## src/sv/lnp_pkg.sv

```systemverilog
// ----------------------------------------------------------------------------
// lnp_pkg
// Shared types and constants for the nibble port pairing receiver.
// ----------------------------------------------------------------------------
package lnp_pkg;

	typedef enum logic [1:0] {
		ACT_PORT_WR = 2'd0,
		ACT_PORT_RD = 2'd1,
		ACT_BL_WR   = 2'd2,
		ACT_NONE    = 2'd3
	} action_t;

	// port bit positions
	localparam int PORT_RS_BIT = 1;
	localparam int PORT_E_BIT  = 2;

	localparam logic [3:0] WAKE_NIBBLE = 4'h3;
	localparam logic [1:0] WAKE_MAX    = 2'd3;
	localparam logic [2:0] FSET_TOP    = 3'b001;  // (byte & 0xE0) == 0x20
	localparam int         FSET_DL_BIT = 4;       // 0x10
	localparam int         BL_WIDTH    = 7;       // 0x7F mask

	typedef struct packed {
		logic                byte_valid;
		logic                byte_is_data;
		logic [7:0]          panel_byte;
		logic [7:0]          read_data;
		logic                backlight_valid;
		logic [BL_WIDTH-1:0] backlight_level;
	} result_t;

endpackage

```

## src/sv/lnp_core.sv

```systemverilog
// ----------------------------------------------------------------------------
// lnp_core
// Port state, wake counter and nibble pairing; one word per enabled cycle.
// ----------------------------------------------------------------------------
module lnp_core import lnp_pkg::*; (
	input  logic       clk,
	input  logic       arst_n,
	input  logic       step,
	input  action_t    action,
	input  logic [7:0] write_data,
	output result_t    result
);

	logic [7:0] port_q;
	logic       mode8_q;
	logic       pend_q;
	logic [3:0] held_nib_q;
	logic       held_sel_q;
	logic [1:0] wake_q;

	logic [7:0] port_d;
	logic       mode8_d;
	logic       pend_d;
	logic [3:0] held_nib_d;
	logic       held_sel_d;
	logic [1:0] wake_d;

	always_comb begin
		logic [3:0] nib;
		logic       sel;
		logic       emit;
		logic       emit_sel;
		logic [7:0] emit_byte;

		port_d     = port_q;
		mode8_d    = mode8_q;
		pend_d     = pend_q;
		held_nib_d = held_nib_q;
		held_sel_d = held_sel_q;
		wake_d     = wake_q;
		result     = '0;

		nib       = {write_data[5], write_data[6], write_data[3], write_data[4]};
		sel       = write_data[PORT_RS_BIT];
		emit      = 1'b0;
		emit_sel  = 1'b0;
		emit_byte = '0;

		case (action)
			ACT_PORT_WR: begin
				port_d = write_data;
				if (!port_q[PORT_E_BIT] && write_data[PORT_E_BIT]) begin
					// wake sequence: three command nibbles of 3 in a row
					if (!sel && nib == WAKE_NIBBLE) begin
						if (wake_q != WAKE_MAX)
							wake_d = wake_q + 2'd1;
						if (wake_d == WAKE_MAX) begin
							mode8_d = 1'b1;
							pend_d  = 1'b0;
						end
					end else begin
						wake_d = '0;
					end

					if (mode8_d) begin
						if (!sel) begin
							emit      = 1'b1;
							emit_byte = {nib, 4'h0};
						end
					end else if (!pend_d) begin
						held_nib_d = nib;
						held_sel_d = sel;
						pend_d     = 1'b1;
					end else begin
						pend_d    = 1'b0;
						emit      = 1'b1;
						emit_sel  = held_sel_q;
						emit_byte = {held_nib_q, nib};
					end

					if (emit) begin
						// function set picks the interface width
						if (!emit_sel && emit_byte[7:5] == FSET_TOP) begin
							mode8_d = emit_byte[FSET_DL_BIT];
							pend_d  = 1'b0;
						end
						result.byte_valid   = 1'b1;
						result.byte_is_data = emit_sel;
						result.panel_byte   = emit_byte;
					end
				end
			end
			ACT_PORT_RD: begin
				result.read_data = port_q;
			end
			ACT_BL_WR: begin
				result.backlight_valid = 1'b1;
				result.backlight_level = write_data[BL_WIDTH-1:0];
			end
			default: begin
			end
		endcase
	end

	always_ff @(posedge clk or negedge arst_n) begin
		if (!arst_n) begin
			port_q     <= '0;
			mode8_q    <= 1'b1;
			pend_q     <= 1'b0;
			held_nib_q <= '0;
			held_sel_q <= 1'b0;
			wake_q     <= '0;
		end else if (step) begin
			port_q     <= port_d;
			mode8_q    <= mode8_d;
			pend_q     <= pend_d;
			held_nib_q <= held_nib_d;
			held_sel_q <= held_sel_d;
			wake_q     <= wake_d;
		end
	end

endmodule

```

## src/sv/lcd_nibble_port_pairing.sv

```systemverilog
// ----------------------------------------------------------------------------
// lcd_nibble_port_pairing
// Receiver for a byte-wide panel port driven in 4-bit fashion.
// ----------------------------------------------------------------------------
// Path: input register, then result register, which the word enters once the
// result slot is free. Throughput: one word per cycle while results are taken;
// the result register advances whenever the result is taken or it is empty,
// the input register also whenever it is empty.
// Reset: arst_n clears the pipeline valids and the port state; the receiver
// comes out of reset in 8-bit mode with no half byte pending.
// ----------------------------------------------------------------------------
module lcd_nibble_port_pairing import lnp_pkg::*; (
	input  logic        clk,
	input  logic        arst_n,
	// input words
	input  logic        s_tvalid,
	output logic        s_tready,
	input  logic [7:0]  s_tdata,   // [7:0] write_data
	input  logic [1:0]  s_tuser,   // [1:0] action
	// result words
	output logic        m_tvalid,
	input  logic        m_tready,
	output logic [23:0] m_tdata,   // [7:0] panel_byte, [15:8] read_data,
	                               // [22:16] backlight_level, [23] zero
	output logic [2:0]  m_tuser    // [0] byte_valid, [1] byte_is_data,
	                               // [2] backlight_valid
);

	// input register
	logic       v_s1;
	action_t    act_s1;
	logic [7:0] data_s1;

	// result register
	logic       v_s2;
	result_t    res_s2;

	result_t    res;
	logic       out_free;
	logic       adv;

	// result slot free when empty or being drained this cycle
	assign out_free = !v_s2 || m_tready;
	// the word in the input register is processed as it moves to the result
	assign adv      = v_s1 && out_free;
	assign s_tready = !v_s1 || out_free;

	always_ff @(posedge clk or negedge arst_n) begin
		if (!arst_n) begin
			v_s1 <= 1'b0;
		end else if (s_tready) begin
			v_s1 <= s_tvalid;
		end
	end

	always_ff @(posedge clk) begin
		if (s_tready && s_tvalid) begin
			act_s1  <= action_t'(s_tuser);
			data_s1 <= s_tdata;
		end
	end

	// state update happens only on the advancing cycle, so a word that
	// follows directly sees the state left by the one before it
	lnp_core u_core (
		.clk        (clk),
		.arst_n     (arst_n),
		.step       (adv),
		.action     (act_s1),
		.write_data (data_s1),
		.result     (res)
	);

	always_ff @(posedge clk or negedge arst_n) begin
		if (!arst_n) begin
			v_s2 <= 1'b0;
		end else if (out_free) begin
			v_s2 <= v_s1;
		end
	end

	always_ff @(posedge clk) begin
		if (adv) begin
			res_s2 <= res;
		end
	end

	assign m_tvalid = v_s2;
	assign m_tdata  = {1'b0, res_s2.backlight_level, res_s2.read_data, res_s2.panel_byte};
	assign m_tuser  = {res_s2.backlight_valid, res_s2.byte_is_data, res_s2.byte_valid};

endmodule
```

## config.mk

```make
export PLATFORM = sky130hd
export DESIGN_NAME = lcd_nibble_port_pairing
export DESIGN_NICKNAME = d
export VERILOG_FILES = /design/src/sv/lnp_pkg.sv /design/src/sv/lnp_core.sv /design/src/sv/lcd_nibble_port_pairing.sv
export SDC_FILE = /design/constraint.sdc
export NUM_CORES = 1
export LEC_CHECK = 0
export ABC_AREA = 1
export ABC_CLOCK_PERIOD_IN_PS = 5900
export BUFFER_PORTS_ARGS = -buffer_cell sky130_fd_sc_hd__buf_4
export CAP_MARGIN = 0
export CORE_UTILIZATION = 58
export DETAILED_ROUTE_END_ITERATION = 10
export PLACE_DENSITY = 0.83
export SETUP_SLACK_MARGIN = 0.1
export SLEW_MARGIN = 20
export SYNTH_ARGS = -nofsm -noshare
export SYNTH_HDL_FRONTEND = slang
export SYNTH_SLANG_ARGS = --single-unit
```

## constraint.sdc

```tcl
create_clock -name clk -period 5.9 [get_ports clk]
set_input_delay 1.18 -clock clk [delete_from_list [all_inputs] [get_ports clk]]
set_output_delay 1.18 -clock clk [all_outputs]
set_load 0.03 [all_outputs]
```

=== Word-level counts from Yosys, hierarchy flattened ===
Cells that the tools add are included.

* Flip-flop bits (word level): 55
* Input bits: 14
* Output and inout port bits: 29
* Logic and storage cells: 78

* Add/subtract/negate cells: 1
* Equal/unequal tests: 6
* Mux-type cells: 35
* Bitwise gates (word level): 2
* Reductions and logical operators: 18

{| class="wikitable"
|+ Operator list
! kind !! number
|-
| 8-bit two-way mux || 6
|-
| 1-bit two-way mux || 23
|-
| 10-bit two-way mux || 1
|-
| 2-bit two-way mux || 5
|-
| 3-bit AND reduction || 2
|-
| 1-bit logical AND || 5
|-
| 1-bit logical NOT || 5
|-
| 5-bit AND reduction || 1
|-
| 2-bit equality test (second input constant) || 2
|-
| 4-bit by 2-bit equality test with 1-bit output (second input constant) || 1
|-
| 2-bit AND reduction || 2
|-
| 3-bit by 1-bit equality test with 1-bit output (second input constant) || 1
|-
| 2-bit by 1-bit adder with 2-bit output (second input constant) || 1
|-
| 2-bit by 1-bit equality test with 1-bit output (second input constant) || 1
|-
| 2-bit logical NOT || 1
|-
| 1-bit logical OR || 2
|-
| 2-bit != test (second input constant) || 1
|-
| 1-bit inverter || 2
|}

=== Logic depth before layout (Yosys ltp) ===
* Depth after elaboration: 18
* Depth in mapped cells: 11
* Depth with buffers taken out: 11

=== Modules after synthesis ===
A second synthesis with hierarchy kept.

* Cell total of the unflattened synthesis: 203
* Area total of the unflattened synthesis: 2257.2 um^2

{| class="wikitable"
|+ By module, submodules not included
! module !! times used !! cells an instance !! area each (um^2) !! sequential area each (um^2)
|-
| lcd_nibble_port_pairing || 1 || 50 || 1187.4 || 1131.1
|-
| lnp_core || 1 || 153 || 1069.8 || 426.7
|}

=== Worst setup path after synthesis ===
OpenSTA, ideal clock, no wires.

* Path kind: input-to-reg
* From: input m_tready
* To: register u_core.wake_q[0]
* Library setup time: 124 ps
* Data arrival time: 2621 ps
* Required time: 5776 ps
* Path slack: 3154 ps
* Stages: 9
* Path buffers: 0
* Path through: inv_1 -> nand2_1 -> nand2_1 -> inv_1 -> nand2_2 -> nor2_4 -> inv_1 -> a31oi_1 -> nor3_1

* Cells in the longest elaborated chain, start to end: 3

{| class="wikitable"
|+ Ends and longest elaborated chain
! element !! line !! RTL
|-
| start, declared || lcd_nibble_port_pairing.sv:22 || <nowiki>input logic m_tready,</nowiki>
|-
| 1-bit logical OR || lcd_nibble_port_pairing.sv:43 || <nowiki>assign out_free = !v_s2 || m_tready;</nowiki>
|-
| 1-bit logical AND || lcd_nibble_port_pairing.sv:45 || <nowiki>assign adv = v_s1 && out_free;</nowiki>
|-
| via adv || lcd_nibble_port_pairing.sv:40 || <nowiki>logic adv;</nowiki>
|-
| 3-bit AND reduction (no source line) || - ||
|-
| end signal, assigned || lnp_core.sv:119 || <nowiki>wake_q <= wake_d;</nowiki>
|-
| end, declared || lnp_core.sv:19 || <nowiki>logic [1:0] wake_q;</nowiki>
|}

The timed path passes the listed nets, and every way through them passes these cells.
A chain may end at the register's enable or synchronous reset.

=== Worst setup path after layout ===
Ends and elaborated chain as after synthesis.

==> flow_summary.toml <==
[sta]
period_share_pct = 50.4
fmax_mhz = 336
slew_violations = 0
hold_viol = 0
tightest_slew_ns = 0.988
fin_crit_ns = 2.98
setup_viol = 0
rsz0062_at_grt = "false"
skew_ns = 0.00324
slew_headroom_pct = 34.1
fin_tns_setup_ns = 0

[global_route]
grt_pass1_wl_mm = 6.52
grt_max_degree = 28
antenna_found_initial = 0
grtUsageTotal_pct = 21.3
grt_pass1_vias = 1462
grt-ovfl-total = 0

[cts]
clk_pin_slew_worst_paths_ns = 0.09
cts_resized = 0
cts_buffers = 5
cts.hold.buffers_added = 0
clock_sinks = 55
postCtsSetupBuffers = 0
clk_latency_ns = 0.31
cts.path.max_buffers = 2
h-tree-depth = 2
clock_tree.root_cell = "clkbuf_8"
cts_tree = "done"

[hold_path]
holdPathStages = 2
whs_endpoint = "u_core.port_q[0]"
min_from = "u_core.port_q[0]"
holdCritPathClass = "reg -> reg"

[logic_synthesis]
ys_ff_latch = 55
ys_warn_count = 0
avgSynthCellArea_sq_um = 11.1
synth-seq-area-share_pct = 67.6
synth_edf_count = 36
netlist_area_sq_um = 2310
synthesis.instances = 208
synth_nets = 223
yosysUniqueCellTypes = 28
ys.flop_type = "edfxtp_1"
synthArstFlopShare_pct = 34.5

[status]
status = "completed"

[cells_and_area]
final_cell_area_sq_um = 2740
drive_gt1_share_pct = 28.7
multi_input_area_sq_um = 616
final_core_util_pct = 73.3
syn_to_final_growth_pct = 18.9
regArea_sq_um = 1560
diodes = 0
fin_nets = 268
n_fill_cell = 283

[power]
cellLeakagePower_nw = 1.25
p_per_area_nw_per_um2 = 381
peakVddDrop_v = 0.000283

[floorplanning]
dieWidth_microns = 65.1
core_sq_um = 3740
ioPinCount = 43
start_util_pct = 61.6
dieHeight_microns = 65.1
dieArea_sq_um = 4230
fp-row-count = 22

[routing]
vias_per_cell = 5.09
drt_pass1_iterations = 4
postRouteAntennaNets = 0
drc_errors = 0
avgRoutedWirePerCell_microns = 12.8
routed_wl_mm = 3.87
vias = 1536
drt_first_iter_violations = 101

[setup_path]
cp-end-kind = "register"
critical_path.cell_chain = "buf_4 > inv_1 > nand2_1 > nand2_1 > inv_1 > nand2_2 > nor2_4 > inv_1 > a31oi_1 > nor3_1"
reg2reg_from = "m_tvalid"
r2r-end = "u_core.wake_q[0]"
worstRegToRegCells = 8
slowest_delay_ns = 0.72
critPathLaunchType = "input port"
crit_buf_inv = 4
crit_arrival_ns = 3.17
critical_path.top_delay_family = "buffers and inverters"
cp_max_fo = 27
r2r_slack_ns = 3.48
cp_slowest_cell = "inv_1"
cpMostUsedCell = "inv_1"
cp.required_ns = 6.10
path_class = "in -> reg"

[job]
max-cap-violations = 0

[placement]
place_area_sq_um = 2660
hpwl_mm = 2.82
place.gp.congestion = 0.870
port_buffers = 41
-- layout by cell type, fill, tap and decap left out, types with 2 or more instances in the layout --
cell type | Yosys | layout
a21oi_1 | 2 | 2
edfxtp_1 | 36 | 36
inv_2 | 3 | 3
nand2_1 | 39 | 39
dfrtp_1 | 18 | 18
inv_1 | 28 | 28
nand2_2 | 3 | 3
nor3_2 | 5 | 5
clkbuf_8 | 0 | 5
nand2_4 | 2 | 2
nor2_1 | 29 | 29
o21ai_0 | 14 | 14
nor2_4 | 2 | 2
nand3_2 | 2 | 2
nand3_1 | 7 | 7
a21oi_2 | 2 | 2
buf_4 | 1 | 41
nor2_2 | 4 | 4
-- flip-flops by register name, indices dropped and copies added (netlist names) --
name / cells
act_s1: 2
data_s1: 8
m_tdata: 23
m_tuser: 3
m_tvalid: 1
u_core.held_nib_q: 4
u_core.held_sel_q: 1
u_core.mode8_q: 1
u_core.pend_q: 1
u_core.port_q: 8
u_core.wake_q: 2
v_s1: 1
-- worst max-delay path by stage --
stage | cells past startpoint | end | from | slack, ns
after floorplan | 9 | u_core.wake_q[0] | m_tready | 3.15
after global placement | 10 | u_core.wake_q[0] | m_tready | 2.66
after detailed placement | 10 | u_core.wake_q[0] | m_tready | 2.55
after CTS | 10 | u_core.wake_q[0] | m_tready | 2.87
after global routing | 10 | u_core.wake_q[0] | m_tready | 2.64
final | 10 | u_core.wake_q[0] | m_tready | 2.92
-- per-stage QoR --
stage	hold WS [ns]	std cells	worst slack (ns)	power, mW
final	0.497	302	2.92	1.04
after global routing	0.530	302	2.64	1.10
after CTS	0.500	302	2.87	1.05
after detailed placement	0.478	294	2.55	0.851
after global placement	0.471	294	2.66	0.839
after floorplan	0.453	208	3.15	0.763
-- area by class of cell --
cell class              count  share of cell area, %
inverters                  31                   4.24
multi-input cells         119                   22.4
repair buffers             41                   11.2
well taps                  48                   2.19
flip-flops and latches     55                   56.8
clock buffers               6                   2.65
clock inverters             2                  0.456
-- Yosys cell counts, types with 3 or more instances --
cell	n	area, sq um
nor2_1	29	109
nor2_2	4	25.0
inv_1	28	105
inv_2	3	11.3
nand3_1	7	35.0
nand2_2	3	18.8
o21ai_0	14	70.1
nand2_1	39	146
nor3_2	5	50.1
dfrtp_1	18	450
edfxtp_1	36	1080
-- metal layers --
metal  up-vias  part of all wire [%]  GRT usage, %
met4         0                   1.3          7.34
met1       715                    45          28.0
met2        54                    48          34.5
met5         -                     0             0
li1        760                     -             -
met3         7                   6.0          5.28
-- logic make-up (layout without fill, tap and decap cells) --
kind of cell / count (synthesis) / after routing / share of synthesized area (%)
buffers and inverters: 34 / 80 / 5.75
and+or+nand+nor: 96 / 96 / 20.9
adders and majority gates: 1 / 1 / 0.543
DFF: 55 / 55 / 67.6
AOI/OAI and AO/OA: 21 / 21 / 5.10
other: 1 / 1 / 0.163
-- worst min-delay path, cell delays in order (launching register included) --
cell,delay (ns)
dfrtp_1,0.36
nand2_1,0.05
o21ai_0,0.06
-- where the power goes --
part / switching [mW] / internal [mW]
combinational: 0.193 / 0.0987
clock: 0.117 / 0.0833
sequential: 0.0520 / 0.499
(Power assumes the default switching activity.)
